`src/sv/lft_pkg.sv`:
```
// ----------------------------------------------------------------------------
// lft_pkg
// Shared types, codes and helper functions for the link failsafe and
// telemetry filter.
// ----------------------------------------------------------------------------
package lft_pkg;

   localparam int TIME_BITS  = 32;
   localparam int HALF_BITS  = TIME_BITS / 2;
   localparam int RECIP_BITS = TIME_BITS + 1;
   localparam int PP_BITS    = HALF_BITS + RECIP_BITS;
   localparam int PCT_BITS   = 7;
   localparam int LVL_BITS   = 8;
   localparam int BATT_BITS  = 16;
   localparam int CSR_BITS   = 16;
   localparam int IDX_BITS   = 3;

   // link states
   localparam logic [2:0] ST_IDLE       = 3'd0;
   localparam logic [2:0] ST_CONNECTING = 3'd1;
   localparam logic [2:0] ST_CONNECTED  = 3'd2;
   localparam logic [2:0] ST_LOST       = 3'd3;
   localparam logic [2:0] ST_RADIO_ERR  = 3'd4;

   // link colors
   localparam logic [2:0] COL_OFF    = 3'd0;
   localparam logic [2:0] COL_YELLOW = 3'd1;
   localparam logic [2:0] COL_BLUE   = 3'd2;
   localparam logic [2:0] COL_GREEN  = 3'd3;
   localparam logic [2:0] COL_RED    = 3'd4;

   // register indexes
   localparam logic [IDX_BITS-1:0] CSR_RADIO_READY = 3'd0;
   localparam logic [IDX_BITS-1:0] CSR_TX_PERIOD   = 3'd1;
   localparam logic [IDX_BITS-1:0] CSR_LED_PERIOD  = 3'd2;
   localparam logic [IDX_BITS-1:0] CSR_RX_TIMEOUT  = 3'd3;
   localparam logic [IDX_BITS-1:0] CSR_EMA_SHIFT   = 3'd4;
   localparam logic [IDX_BITS-1:0] CSR_SNAP_LOW    = 3'd5;
   localparam logic [IDX_BITS-1:0] CSR_SNAP_HIGH   = 3'd6;

   localparam logic [PCT_BITS-1:0] PCT_FULL = 7'd100;

   // pct * 255 / 100 as pct * (255 * ceil(2^19 / 100)) >> 19, exact for 0..100
   localparam logic [20:0] LEVEL_MULT  = 21'd1336965;
   localparam int          LEVEL_SHIFT = 19;

   typedef struct packed {
      logic        radio_ready;
      logic [9:0]  tx_period_ms;
      logic [9:0]  led_period_ms;
      logic [15:0] ack_timeout_ms;
      logic [2:0]  smooth_shift;
      logic [6:0]  snap_low;
      logic [6:0]  snap_high;
   } cfg_type;

   typedef struct packed {
      logic [2:0] state;
      logic       tx_due;
      logic       ack_got;
      logic       target_zero;
   } link_status_type;

   // clamp to 100, then snap both ends
   function automatic logic [PCT_BITS-1:0] snap_batt(input logic [BATT_BITS-1:0] raw,
                                                    input logic [PCT_BITS-1:0] lo,
                                                    input logic [PCT_BITS-1:0] hi);
      logic [PCT_BITS-1:0] v;
      v = (raw > BATT_BITS'(PCT_FULL)) ? PCT_FULL : raw[PCT_BITS-1:0];
      if (v < lo) v = '0;
      if (v > hi) v = PCT_FULL;
      return v;
   endfunction

   function automatic logic [PCT_BITS-1:0] mid3(input logic [PCT_BITS-1:0] x,
                                               input logic [PCT_BITS-1:0] y,
                                               input logic [PCT_BITS-1:0] z);
      logic [PCT_BITS-1:0] lo;
      logic [PCT_BITS-1:0] hi;
      lo = (x < y) ? x : y;
      hi = (x < y) ? y : x;
      if (z <= lo) return lo;
      if (z >= hi) return hi;
      return z;
   endfunction

   function automatic logic [LVL_BITS-1:0] pct_to_level(input logic [PCT_BITS-1:0] p);
      logic [27:0] prod;
      prod = 28'(p) * 28'(LEVEL_MULT);
      return prod[LEVEL_SHIFT +: LVL_BITS];
   endfunction

endpackage

```
`src/sv/lft_front.sv`:
```
// ----------------------------------------------------------------------------
// lft_front
// Input register with handshake; also holds the partial products of the
// timestamp reciprocal multiply that yields the blink phase.
// ----------------------------------------------------------------------------
module lft_front import lft_pkg::*; #(
   parameter logic [RECIP_BITS-1:0] RECIP     = 33'd17179870,
   parameter int                    BLINK_BIT = 40
) (
   input  logic                 clock,
   input  logic                 reset,
   input  logic                 req_valid,
   output logic                 req_stall,
   input  logic [TIME_BITS-1:0] req_now_ms,
   input  logic                 req_link_enabled,
   input  logic                 req_ack_ok,
   input  logic [BATT_BITS-1:0] req_ack_batt,
   input  logic                 advance,
   output logic                 item_valid,
   output logic [TIME_BITS-1:0] item_now,
   output logic                 item_enabled,
   output logic                 item_ack,
   output logic [BATT_BITS-1:0] item_batt,
   output logic                 item_blink_on
);

   logic                 vld_ff, vld_in;
   logic                 load;
   logic [TIME_BITS-1:0] now_ff;
   logic                 en_ff;
   logic                 ack_ff;
   logic [BATT_BITS-1:0] batt_ff;
   logic [PP_BITS-1:0]   pp_lo_ff, pp_lo_in;
   logic [PP_BITS-1:0]   pp_hi_ff, pp_hi_in;
   logic [PP_BITS+HALF_BITS-1:0] prod;

   // hold the input while the held item cannot move on
   assign req_stall = vld_ff && !advance;
   assign load      = req_valid && !req_stall;

   // split now * RECIP into two half-width products
   assign pp_lo_in = PP_BITS'(req_now_ms[HALF_BITS-1:0]) * PP_BITS'(RECIP);
   assign pp_hi_in = PP_BITS'(req_now_ms[TIME_BITS-1:HALF_BITS]) * PP_BITS'(RECIP);

   always_comb begin
      vld_in = vld_ff;
      if (load) begin
         vld_in = 1'b1;
      end else if (advance) begin
         vld_in = 1'b0;
      end
   end

   always_ff @(posedge clock) begin
      if (reset) begin
         vld_ff <= 1'b0;
      end else begin
         vld_ff <= vld_in;
      end
   end

   always_ff @(posedge clock) begin
      if (load) begin
         now_ff   <= req_now_ms;
         en_ff    <= req_link_enabled;
         ack_ff   <= req_ack_ok;
         batt_ff  <= req_ack_batt;
         pp_lo_ff <= pp_lo_in;
         pp_hi_ff <= pp_hi_in;
      end
   end

   // combine the products; bit BLINK_BIT is the parity of now / half period
   assign prod = {{HALF_BITS{1'b0}}, pp_lo_ff} + {pp_hi_ff, {HALF_BITS{1'b0}}};

   assign item_valid    = vld_ff;
   assign item_now      = now_ff;
   assign item_enabled  = en_ff;
   assign item_ack      = ack_ff;
   assign item_batt     = batt_ff;
   assign item_blink_on = !prod[BLINK_BIT];

endmodule

```
`src/sv/lft_link.sv`:
```
// ----------------------------------------------------------------------------
// lft_link
// Link state machine: enable edges, transmit slot pacing and the
// acknowledge failsafe timer.
// ----------------------------------------------------------------------------
module lft_link import lft_pkg::*; (
   input  logic                 clock,
   input  logic                 reset,
   input  logic                 advance,
   input  cfg_type              cfg,
   input  logic [TIME_BITS-1:0] now,
   input  logic                 enabled,
   input  logic                 ack,
   output link_status_type      status
);

   logic [2:0]           state_ff, state_in;
   logic                 en_prev_ff, en_prev_in;
   logic [TIME_BITS-1:0] last_tx_ff, last_tx_in;
   logic [TIME_BITS-1:0] last_ack_ff, last_ack_in;
   logic [TIME_BITS-1:0] tx_elapsed;
   logic [TIME_BITS-1:0] ack_elapsed;
   logic                 slot;
   logic                 timed_out;
   logic                 rise;
   logic                 due;
   logic                 got;

   assign tx_elapsed  = now - last_tx_ff;
   assign ack_elapsed = now - last_ack_ff;
   assign slot        = tx_elapsed >= TIME_BITS'(cfg.tx_period_ms);
   assign timed_out   = ack_elapsed > TIME_BITS'(cfg.ack_timeout_ms);

   // next link state for this pass
   always_comb begin
      state_in    = state_ff;
      en_prev_in  = en_prev_ff;
      last_tx_in  = last_tx_ff;
      last_ack_in = last_ack_ff;
      rise        = 1'b0;
      due         = 1'b0;
      got         = 1'b0;

      // follow enable edges
      priority if (!cfg.radio_ready) begin
         en_prev_in = 1'b0;
      end else if (enabled != en_prev_ff) begin
         en_prev_in = enabled;
         if (enabled) begin
            rise        = 1'b1;
            last_ack_in = now;
            state_in    = ST_CONNECTING;
         end else begin
            state_in = ST_IDLE;
         end
      end else begin
         state_in = state_ff;
      end

      // slot, acknowledge and failsafe
      priority if (!cfg.radio_ready) begin
         state_in = ST_RADIO_ERR;
      end else if (!en_prev_in) begin
         state_in = ST_IDLE;
      end else begin
         if (slot) begin
            due        = 1'b1;
            last_tx_in = now;
            if (ack) begin
               got         = 1'b1;
               last_ack_in = now;
               state_in    = ST_CONNECTED;
            end
         end
         if (!got && !rise && state_in == ST_CONNECTED && timed_out) begin
            state_in = ST_LOST;
         end
      end
   end

   always_ff @(posedge clock) begin
      if (reset) begin
         state_ff    <= ST_IDLE;
         en_prev_ff  <= 1'b0;
         last_tx_ff  <= '0;
         last_ack_ff <= '0;
      end else if (advance) begin
         state_ff    <= state_in;
         en_prev_ff  <= en_prev_in;
         last_tx_ff  <= last_tx_in;
         last_ack_ff <= last_ack_in;
      end
   end

   assign status.state       = state_in;
   assign status.tx_due      = due;
   assign status.ack_got     = got;
   assign status.target_zero = !en_prev_in || (timed_out && !got && !rise);

endmodule

```
`src/sv/lft_batt.sv`:
```
// ----------------------------------------------------------------------------
// lft_batt
// Battery telemetry path: snap, median-of-3 target, LED tick with EMA
// smoothing, level mapping and link color.
// ----------------------------------------------------------------------------
module lft_batt import lft_pkg::*; (
   input  logic                 clock,
   input  logic                 reset,
   input  logic                 advance,
   input  cfg_type              cfg,
   input  logic [TIME_BITS-1:0] now,
   input  logic [BATT_BITS-1:0] batt,
   input  logic                 blink_on,
   input  link_status_type      status,
   output logic [PCT_BITS-1:0]  target_pct,
   output logic [PCT_BITS-1:0]  smooth_pct,
   output logic [LVL_BITS-1:0]  level,
   output logic [2:0]           color
);

   logic [PCT_BITS-1:0]  hist_ff [3];
   logic [PCT_BITS-1:0]  hist_in [3];
   logic                 hist_vld_ff, hist_vld_in;
   logic [PCT_BITS-1:0]  target_ff, target_in;
   logic [PCT_BITS-1:0]  smooth_ff, smooth_in;
   logic [LVL_BITS-1:0]  level_ff, level_in;
   logic [2:0]           color_ff, color_in;
   logic [TIME_BITS-1:0] last_led_ff, last_led_in;
   logic [PCT_BITS-1:0]  snapped;
   logic [PCT_BITS-1:0]  tgt;
   logic [PCT_BITS-1:0]  diff;
   logic [LVL_BITS-1:0]  down_step;
   logic [LVL_BITS-1:0]  round_add;
   logic [PCT_BITS-1:0]  smooth_raw;
   logic                 tick;

   assign snapped = snap_batt(batt, cfg.snap_low, cfg.snap_high);
   assign tick    = (now - last_led_ff) >= TIME_BITS'(cfg.led_period_ms);

   // shift the history on a counted acknowledge
   always_comb begin
      hist_in[0]  = hist_ff[0];
      hist_in[1]  = hist_ff[1];
      hist_in[2]  = hist_ff[2];
      hist_vld_in = hist_vld_ff;
      if (status.ack_got) begin
         hist_vld_in = 1'b1;
         hist_in[2]  = snapped;
         if (hist_vld_ff) begin
            hist_in[0] = hist_ff[1];
            hist_in[1] = hist_ff[2];
         end else begin
            hist_in[0] = snapped;
            hist_in[1] = snapped;
         end
      end
   end

   assign tgt       = status.ack_got ? mid3(hist_in[0], hist_in[1], hist_in[2]) : target_ff;
   assign round_add = (LVL_BITS'(1) << cfg.smooth_shift) - LVL_BITS'(1);

   // LED tick: failsafe target, EMA step, level and color
   always_comb begin
      target_in   = tgt;
      smooth_in   = smooth_ff;
      level_in    = level_ff;
      color_in    = color_ff;
      last_led_in = last_led_ff;
      diff        = '0;
      down_step   = '0;
      smooth_raw  = smooth_ff;
      if (tick) begin
         last_led_in = now;
         if (status.target_zero) begin
            target_in = '0;
         end
         if (target_in >= smooth_ff) begin
            diff       = target_in - smooth_ff;
            smooth_raw = smooth_ff + (diff >> cfg.smooth_shift);
         end else begin
            diff       = smooth_ff - target_in;
            down_step  = (LVL_BITS'(diff) + round_add) >> cfg.smooth_shift;
            smooth_raw = smooth_ff - down_step[PCT_BITS-1:0];
         end
         smooth_in = (smooth_raw > PCT_FULL) ? PCT_FULL : smooth_raw;
         level_in  = pct_to_level(smooth_in);
         unique case (status.state)
            ST_IDLE:       color_in = COL_YELLOW;
            ST_CONNECTING: color_in = blink_on ? COL_BLUE : COL_OFF;
            ST_CONNECTED:  color_in = COL_GREEN;
            ST_LOST:       color_in = blink_on ? COL_RED : COL_OFF;
            default:       color_in = COL_RED;
         endcase
      end
   end

   always_ff @(posedge clock) begin
      if (reset) begin
         hist_ff[0]  <= '0;
         hist_ff[1]  <= '0;
         hist_ff[2]  <= '0;
         hist_vld_ff <= 1'b0;
         target_ff   <= '0;
         smooth_ff   <= '0;
         level_ff    <= '0;
         color_ff    <= COL_OFF;
         last_led_ff <= '0;
      end else if (advance) begin
         hist_ff[0]  <= hist_in[0];
         hist_ff[1]  <= hist_in[1];
         hist_ff[2]  <= hist_in[2];
         hist_vld_ff <= hist_vld_in;
         target_ff   <= target_in;
         smooth_ff   <= smooth_in;
         level_ff    <= level_in;
         color_ff    <= color_in;
         last_led_ff <= last_led_in;
      end
   end

   assign target_pct = target_ff;
   assign smooth_pct = smooth_ff;
   assign level      = level_ff;
   assign color      = color_ff;

endmodule

```
`src/sv/link_failsafe_telemetry_filter.sv`:
```
// Flow: an accepted request sits in the input register; its pass results
// are registered as the response when the response slot is free or taken.
// Throughput: one request per cycle while the response is not stalled; the
// state update of one pass is combinational compare, median and shift logic.
// Reset: synchronous; link idle, all times, history and outputs zero,
// registers at their defaults.
// ----------------------------------------------------------------------------
// link_failsafe_telemetry_filter
// Link state tracking, transmit slot pacing and battery telemetry filtering,
// one control loop pass per request.
// ----------------------------------------------------------------------------
module link_failsafe_telemetry_filter import lft_pkg::*; #(
   parameter int BLINK_HALF_MS = 250
) (
   input  logic                 clock,
   input  logic                 reset,
   input  logic                 csr_write,
   input  logic [IDX_BITS-1:0]  csr_index,
   input  logic [CSR_BITS-1:0]  csr_data,
   input  logic                 req_valid,
   output logic                 req_stall,
   input  logic [TIME_BITS-1:0] req_now_ms,
   input  logic                 req_link_enabled,
   input  logic                 req_ack_ok,
   input  logic [BATT_BITS-1:0] req_ack_batt,
   output logic                 rsp_valid,
   input  logic                 rsp_stall,
   output logic [2:0]           rsp_link_state,
   output logic                 rsp_tx_due,
   output logic [PCT_BITS-1:0]  rsp_target_pct,
   output logic [PCT_BITS-1:0]  rsp_smooth_pct,
   output logic [LVL_BITS-1:0]  rsp_battery_level,
   output logic [2:0]           rsp_link_color
);

   // reciprocal for floor(now / BLINK_HALF_MS), exact over the full time range
   localparam int          BLINK_LOG  = $clog2(BLINK_HALF_MS);
   localparam int          BLINK_BIT  = TIME_BITS + BLINK_LOG;
   localparam logic [63:0] RECIP_FULL = (64'd1 << BLINK_BIT) / 64'(BLINK_HALF_MS) + 64'd1;
   localparam logic [RECIP_BITS-1:0] RECIP = RECIP_FULL[RECIP_BITS-1:0];

   cfg_type              cfg_ff;
   logic                 rsp_vld_ff, rsp_vld_in;
   logic                 tx_due_ff;
   logic [2:0]           link_state_ff;
   logic                 advance;
   logic                 item_valid;
   logic [TIME_BITS-1:0] item_now;
   logic                 item_enabled;
   logic                 item_ack;
   logic [BATT_BITS-1:0] item_batt;
   logic                 item_blink_on;
   link_status_type      status;

   // configuration writes
   always_ff @(posedge clock) begin
      if (reset) begin
         cfg_ff.radio_ready    <= 1'b0;
         cfg_ff.tx_period_ms   <= 10'd20;
         cfg_ff.led_period_ms  <= 10'd10;
         cfg_ff.ack_timeout_ms <= 16'd120;
         cfg_ff.smooth_shift   <= 3'd2;
         cfg_ff.snap_low       <= 7'd1;
         cfg_ff.snap_high      <= 7'd99;
      end else if (csr_write) begin
         unique case (csr_index)
            CSR_RADIO_READY: cfg_ff.radio_ready    <= csr_data[0];
            CSR_TX_PERIOD:   cfg_ff.tx_period_ms   <= csr_data[9:0];
            CSR_LED_PERIOD:  cfg_ff.led_period_ms  <= csr_data[9:0];
            CSR_RX_TIMEOUT:  cfg_ff.ack_timeout_ms <= csr_data[15:0];
            CSR_EMA_SHIFT:   cfg_ff.smooth_shift   <= csr_data[2:0];
            CSR_SNAP_LOW:    cfg_ff.snap_low       <= csr_data[6:0];
            CSR_SNAP_HIGH:   cfg_ff.snap_high      <= csr_data[6:0];
            default:         cfg_ff <= cfg_ff;
         endcase
      end
   end

   // advance the held request when the response slot is free or being taken
   assign advance = item_valid && (!rsp_vld_ff || !rsp_stall);

   lft_front #(
      .RECIP     (RECIP),
      .BLINK_BIT (BLINK_BIT)
   ) u_front (
      .clock            (clock),
      .reset            (reset),
      .req_valid        (req_valid),
      .req_stall        (req_stall),
      .req_now_ms       (req_now_ms),
      .req_link_enabled (req_link_enabled),
      .req_ack_ok       (req_ack_ok),
      .req_ack_batt     (req_ack_batt),
      .advance          (advance),
      .item_valid       (item_valid),
      .item_now         (item_now),
      .item_enabled     (item_enabled),
      .item_ack         (item_ack),
      .item_batt        (item_batt),
      .item_blink_on    (item_blink_on)
   );

   lft_link u_link (
      .clock   (clock),
      .reset   (reset),
      .advance (advance),
      .cfg     (cfg_ff),
      .now     (item_now),
      .enabled (item_enabled),
      .ack     (item_ack),
      .status  (status)
   );

   lft_batt u_batt (
      .clock      (clock),
      .reset      (reset),
      .advance    (advance),
      .cfg        (cfg_ff),
      .now        (item_now),
      .batt       (item_batt),
      .blink_on   (item_blink_on),
      .status     (status),
      .target_pct (rsp_target_pct),
      .smooth_pct (rsp_smooth_pct),
      .level      (rsp_battery_level),
      .color      (rsp_link_color)
   );

   // response valid and the per-pass fields
   always_comb begin
      rsp_vld_in = rsp_vld_ff;
      if (advance) begin
         rsp_vld_in = 1'b1;
      end else if (rsp_vld_ff && !rsp_stall) begin
         rsp_vld_in = 1'b0;
      end
   end

   always_ff @(posedge clock) begin
      if (reset) begin
         rsp_vld_ff    <= 1'b0;
         tx_due_ff     <= 1'b0;
         link_state_ff <= ST_IDLE;
      end else begin
         rsp_vld_ff <= rsp_vld_in;
         if (advance) begin
            tx_due_ff     <= status.tx_due;
            link_state_ff <= status.state;
         end
      end
   end

   assign rsp_valid      = rsp_vld_ff;
   assign rsp_tx_due     = tx_due_ff;
   assign rsp_link_state = link_state_ff;

   // a waiting response is never overwritten
   a_no_overwrite: assert property (@(posedge clock) disable iff (reset)
      (rsp_vld_ff && rsp_stall) |-> !advance)
      else $error("pass advanced over a stalled response");

   // radio not ready forces the error state
   a_radio_err: assert property (@(posedge clock) disable iff (reset)
      (advance && !cfg_ff.radio_ready) |=> (rsp_link_state == ST_RADIO_ERR))
      else $error("radio not ready but link state not radio error");

   // a transmit slot only while the link is enabled
   a_slot_state: assert property (@(posedge clock) disable iff (reset)
      (rsp_vld_ff && rsp_tx_due) |->
         (rsp_link_state != ST_IDLE && rsp_link_state != ST_RADIO_ERR))
      else $error("transmit slot in idle or radio error state");

   // smoothed percent stays in range
   a_smooth_range: assert property (@(posedge clock) disable iff (reset)
      rsp_smooth_pct <= PCT_FULL)
      else $error("smoothed percent above full scale");

endmodule
```
`config.mk`:
```
export PLATFORM = sky130hd
export DESIGN_NAME = link_failsafe_telemetry_filter
export DESIGN_NICKNAME = d
export VERILOG_FILES = /design/src/sv/lft_pkg.sv /design/src/sv/lft_front.sv /design/src/sv/lft_link.sv /design/src/sv/lft_batt.sv /design/src/sv/link_failsafe_telemetry_filter.sv
export SDC_FILE = /design/constraint.sdc
export NUM_CORES = 2
export LEC_CHECK = 0
export ABC_AREA = 1
export BUFFER_PORTS_ARGS = -buffer_cell sky130_fd_sc_hd__buf_4
export CAP_MARGIN = 40
export CORE_UTILIZATION = 34
export DETAILED_ROUTE_END_ITERATION = 8
export PLACE_DENSITY_LB_ADDON = 0.3
export SLEW_MARGIN = 20
export SYNTH_ARGS = -nofsm -noshare
export SYNTH_HDL_FRONTEND = slang
export SYNTH_SLANG_ARGS = --single-unit
```
`constraint.sdc`:
```
create_clock -name clock -period 19.1 [get_ports clock]
set_input_delay 0.955 -clock clock [delete_from_list [all_inputs] [get_ports clock]]
set_output_delay 0.955 -clock clock [all_outputs]
set_load 0.03 [all_outputs]
```
# Yosys cells after proc, flatten, opt, wreduce, memory -nomap -nowiden
# Memories as Yosys holds them, arrays and structs flattened.
# Cells that the tools add are included.
# totals
reg_bits	291
ram_bits	21
input_bits	74
out_inout_bits	31
n_memories	1
# memory_table
name	depth	word_bits	rd	rd_clocked_by_memory_dff	write_ports	line_no	text
u_batt.hist_ff	3	7	3	0	3	lft_batt.sv:21	logic [PCT_BITS-1:0] hist_ff [3];
# classes
n_addsub	10
mul	3
n_lt_le_gt_ge	11
n_eq_ne	11
shift	3
mux	66
n_bitwise	3
reduce_logical	33
# ops
op	count
2-to-1 mux 32 bit	7
2-to-1 mux 7 bit	19
subtractor 32 bit	3
greater-or-equal comparator 32 x 10 -> 1 bit	2
adder 41 bit	1
multiplier 16 x 29 -> 37 bit (second input constant)	1
greater-than comparator 32 x 16 -> 1 bit	1
multiplier 16 x 29 -> 21 bit (second input constant)	1
multiplier 7 x 21 -> 27 bit (second input constant)	1
2-to-1 mux 1 bit	27
2-to-1 mux 3 bit	9
2-to-1 mux 21 bit	1
subtractor 7 bit	3
AND reduction 2 bit	9
greater-than comparator 16 x 7 -> 1 bit (second input constant)	1
equality test 3 x 2 -> 1 bit (second input constant)	5
greater-or-equal comparator 7 bit	2
less-than comparator 7 bit	2
2-to-1 mux 14 bit	1
one-hot mux 3 bit (4 select lines)	1
equality test 3 bit (second input constant)	3
logical AND 1 bit	9
adder 7 x 8 -> 8 bit	1
zero test 1 bit	8
16 further kinds	22

# Logic depth before layout (Yosys ltp)
# depth
depth_word	27
ltp_mapped	112
ltp_nobuf	109

# Hierarchy
# A second synthesis with hierarchy kept.
# unflattened
hier_cells	4952
area_unflattened_um2	35195.0
# modules_own_cells
mod	n_inst	cells_per_inst	area_per_inst_um2	seq_area_each_um2
lft_front	1	1534	13937.1	2752.6
lft_batt	1	1601	10571.4	1791.7
lft_link	1	1483	8343.0	1361.3
link_failsafe_telemetry_filter	1	334	2343.5	1181.1

# Worst setup path before layout
# OpenSTA, ideal clock, no wires.
# synth_path
path_kind	register to register
startpoint	register u_front.now_ff[0] (netlist: u_front.item_now[0])
endpoint	register u_batt.level_ff[5] (netlist: u_batt.level[5])
setup_time_ns	0.109
arrival_ns	13.929
slack_ns	5.062
stages_incl_launch_ff	99
path_buffers	5
path_cell_list	edfxtp_1 > inv_1 > ha_1 > inv_1 > fa_1 > nand3_1 > nand2_1 > nand2_1 > nand2_2 > xor2_1 > ha_1 > nand4_1 > o221ai_1 > nand3_1 > nand2_1 > inv_2 > nand4_4 > nand2_4 > (+63 left out) > fa_1 > inv_1 > fa_1 > inv_1 > ha_1 > nand2_1 > nor2_1 > nand2_1 > nor2_1 > a211oi_1 > a21boi_0 > o21ai_0 > a31oi_1 > nand2_1 > nand2_1 > nand3_1 > nand2_1 > inv_1
# synth_between
elab_chain_len	27
word_cells_on_any_way	45
# synth_lines
element	line_no	text
from (decl)	lft_front.sv:29	logic [TIME_BITS-1:0] now_ff;
from (signal assigned)	lft_front.sv:64	now_ff <= req_now_ms;
subtractor 32 bit	lft_link.sv:29	assign tx_elapsed = now - last_tx_ff;
greater-or-equal comparator 32 x 10 -> 1 bit	lft_link.sv:31	assign slot = tx_elapsed >= TIME_BITS'(cfg.tx_period_ms);
2-to-1 mux 1 bit	lft_link.sv:66	if (slot) begin
2-to-1 mux 1 bit	lft_link.sv:63	end else if (!en_prev_in) begin
2-to-1 mux 1 bit	lft_link.sv:61	priority if (!cfg.radio_ready) begin
2-to-1 mux 1 bit	lft_link.sv:63	
2-to-1 mux 1 bit	lft_link.sv:61	
2-to-1 mux 21 bit	lft_batt.sv:46	if (status.ack_got) begin
(+11 left out)	n/a	
adder 7 x 8 -> 8 bit	lft_batt.sv:82	down_step = (LVL_BITS'(diff) + round_add) >> cfg.smooth_shift;
right shift 8 x 3 -> 7 bit	lft_batt.sv:82	
subtractor 7 bit	lft_batt.sv:83	smooth_raw = smooth_ff - down_step[PCT_BITS-1:0];
2-to-1 mux 7 bit	lft_batt.sv:77	if (target_in >= smooth_ff) begin
2-to-1 mux 7 bit	lft_batt.sv:72	if (tick) begin
greater-than comparator 7 bit	lft_batt.sv:85	smooth_in = (smooth_raw > PCT_FULL) ? PCT_FULL : smooth_raw;
2-to-1 mux 7 bit	lft_batt.sv:85	
multiplier 7 x 21 -> 27 bit	lft_pkg.sv:89	prod = 28'(p) * 28'(LEVEL_MULT);
to (signal assigned)	lft_batt.sv:115	level_ff <= level_in;
to (decl)	lft_batt.sv:26	logic [LVL_BITS-1:0] level_ff, level_in;
# Several ways; a longest one is shown, not always the timed one. The select of a mux whose other input is x is not followed.
# A chain may end at the register's enable or synchronous reset.

==> flow_metrics.env <==
export IMPL_outcome="finished clean"
export IMPL_tightest_slew_ps=768
export IMPL_postCtsHoldBufs=0
export IMPL_cpPeakStageDelay_ps=500
export IMPL_yosys_register_bits=295
export IMPL_synth_common_cells="inv_1, nand2_1, ha_1"
export IMPL_area_delta_synth_final_pct=11.0
export IMPL_critical_path_class="reg2reg"
export IMPL_numCtsBuffers=39
export IMPL_ys_warn_count=0
export IMPL_end_kind="flop"
export IMPL_drive_gt1_frac=0.0592
export IMPL_hold_path_depth=2
export IMPL_relSlewSlack=0.483
export IMPL_synth_cell_area_sq_um=31500
export IMPL_ys_top_cells_by_area="ha_1, fa_1, dfxtp_1"
export IMPL_drt_iter0_drc=1177
export IMPL_synth_edf_count=112
export IMPL_crit_required_ps=19570
export IMPL_num_rows=111
export IMPL_start_util=0.343
export IMPL_htreeDepth=2
export IMPL_top_level_ports=105
export IMPL_design_die_area_sq_um=93800
export IMPL_grt_pass1_wl_um=136000
export IMPL_via_per_inst=4.90
export IMPL_netlist_instances=4009
export IMPL_cp_top_family="adder cells"
export IMPL_nNetsFinal=4870
export IMPL_post_route_period_util=0.874
export IMPL_skew_ps=46.6
export IMPL_root_buffer="clkbuf_16"
export IMPL_routed_wl_um=84300
export IMPL_cts_tree="built"
export IMPL_hp_class="reg2reg"
export IMPL_rsz0062_at_grt="false"
export IMPL_maxSlewViolCount=0
export IMPL_cts_sinks=295
export IMPL_cts_setup_buffers=0
export IMPL_timing_critical_path_mode_cell="nand2_1"
export IMPL_cp_max_fo=35
export IMPL_syn_nets=4786
export IMPL_async_reset_ff_frac=0
export IMPL_core_sq_um=91700
export IMPL_postRouteAntennaNets=0
export IMPL_seq_area_frac_synth=0.223
export IMPL_path_clk_slew_ps=60
export IMPL_clk_path_buf_depth=3
export IMPL_drc=0
export IMPL_finalCriticalPeriod_ps=16690
export IMPL_syn_mean_instance_area_sq_um=7.85
export IMPL_clkLatencyLatePin_ps=590
export IMPL_timing_fmax_mhz=59.9
export IMPL_antenna_found_initial=0
export IMPL_start_kind="flop"
export IMPL_insertedDiodeCount=0
export IMPL_dieWidth_um=306
export IMPL_grt_pass1_vias=25895
export IMPL_synth_most_common_cell="inv_1"
export IMPL_cp_depth=91
export IMPL_critical_path_arrival_ps=17160
export IMPL_crit_slowest_cell="fa_1"
export IMPL_r2r_cells=91
export IMPL_grt_max_degree=78
export IMPL_setup_tns_ps=0
export IMPL_dp_hpwl_um=69300
export IMPL_synth_flop_cell="dfxtp_1"
export IMPL_globalRouteOverflowTotal=0
export IMPL_wire_per_inst_um=15.9
export IMPL_hold_viol_final=0
export IMPL_synth_top_area_cell="ha_1"
export IMPL_drv_cap=0
export IMPL_firstDrtPassIters=6
export IMPL_worst_path_buf_inv=14
export IMPL_finalSetupViolCount=0
export IMPL_io_buffers=104
export IMPL_yosysUniqueCellTypes=61
export IMPL_die_y_um=306
export IMPL_grt_util_all_layers=0.181
export IMPL_cts_resized=0
export IMPL_gp_congestion=0.914
export IMPL_synth_top_area_frac=0.198
export IMPL_vias=26044
[flip-flops by register name, summed over array words and instances, names as in the netlist]
signal	cells
u_front.pp_lo_ff	21
u_batt.hist_ff	21
u_front.item_batt	16
rsp_tx_due	1
u_front.item_enabled	1
u_front.item_ack	1
u_batt.last_led_ff	32
u_batt.hist_vld_ff	1
u_batt.level	8
u_link.last_ack_ff	32
u_link.last_tx_ff	32
u_batt.target_pct	7
u_batt.smooth_pct	7
u_link.state_ff	3
u_link.en_prev_ff	1
rsp_valid	1
u_front.item_now	32
u_batt.color	3
u_front.item_valid	1
cfg_ff	54
u_front.pp_hi_ff	20
[metal layers]
metal | global-route usage | share of wire
met4 | 0.0443 | 0.022
met1 | 0.233 | 0.46
met5 | 0 | 0
met2 | 0.322 | 0.49
met3 | 0.0189 | 0.033
[logic make-up after synthesis]
| family | synth area share |
|---|---|
| buffers and inverters | 0.104 |
| AOI/OAI and AO/OA | 0.144 |
| DFF | 0.223 |
| muxes | 0.000318 |
| and+or+nand+nor | 0.162 |
| adders and majority gates | 0.329 |
| xor gates and xnor gates | 0.0387 |
[cell usage in the layout, fill, tap and decap left out, types with 6 or more instances in the layout]
cell / n
o21ai_1: 12
nor3_1: 35
and2_1: 12
xor2_1: 93
o211ai_1: 59
buf_4: 115
nand2_1: 650
nor3b_1: 6
a21o_1: 11
or2_2: 20
a21oi_1: 353
clkinv_2: 9
dfxtp_1: 183
xnor2_1: 46
o21a_1: 14
nand3b_1: 7
nand2_2: 10
nor2_1: 237
inv_1: 774
o221ai_1: 8
a211oi_1: 6
ha_1: 497
a31oi_1: 18
clkbuf_16: 40
fa_1: 206
nand4_1: 35
o21ai_0: 271
o22ai_1: 12
nand3_1: 158
edfxtp_1: 112
nor2_2: 10
o21bai_1: 17
[layout make-up]
type                    instances  area, sq um
clock inverters                23          231
well taps                    1186         1480
clock buffers                  49         1080
inverters                     784         2950
multi-input cells            2853        21200
repair buffers                120          966
fillers                      9484        56700
flip-flops and latches        295         7030
[worst paths after layout]
path                                                          start                                   to  slack (ps)
worst max-delay path                  u_front.item_now[0]$_DFFE_PP_         u_batt.level[5]$_SDFFE_PP0P_        2410
worst min-delay path            u_link.last_ack_ff[21]$_SDFFE_PP0P_  u_link.last_ack_ff[21]$_SDFFE_PP0P_         450
worst max register to register        u_front.item_now[0]$_DFFE_PP_         u_batt.level[5]$_SDFFE_PP0P_        2410
worst min register to register  u_link.last_ack_ff[21]$_SDFFE_PP0P_  u_link.last_ack_ff[21]$_SDFFE_PP0P_         450
[tightest hold or removal path: cells and delay by family (launching register included)]
kind	cells	cell delay (ps)
AOI/OAI and AO/OA	1	50
DFF	1	290
buffers and inverters	1	60
[through the flow]
stage	util	area (sq um)	setup WS [ps]	cells	hold slack, ps
finish	0.381	34900	2410	5310	455
global route	0.381	34900	833	5310	477
CTS	0.381	34900	2430	5308	457
detailed placement	0.367	33600	2480	5236	448
global placement	0.366	33500	2750	5233	441
floorplan	-	31500	5060	4009	427
Power is left out: the tool's default activity adds up to more than one toggle a clock period on the data nets, which glitch-free logic cannot reach.
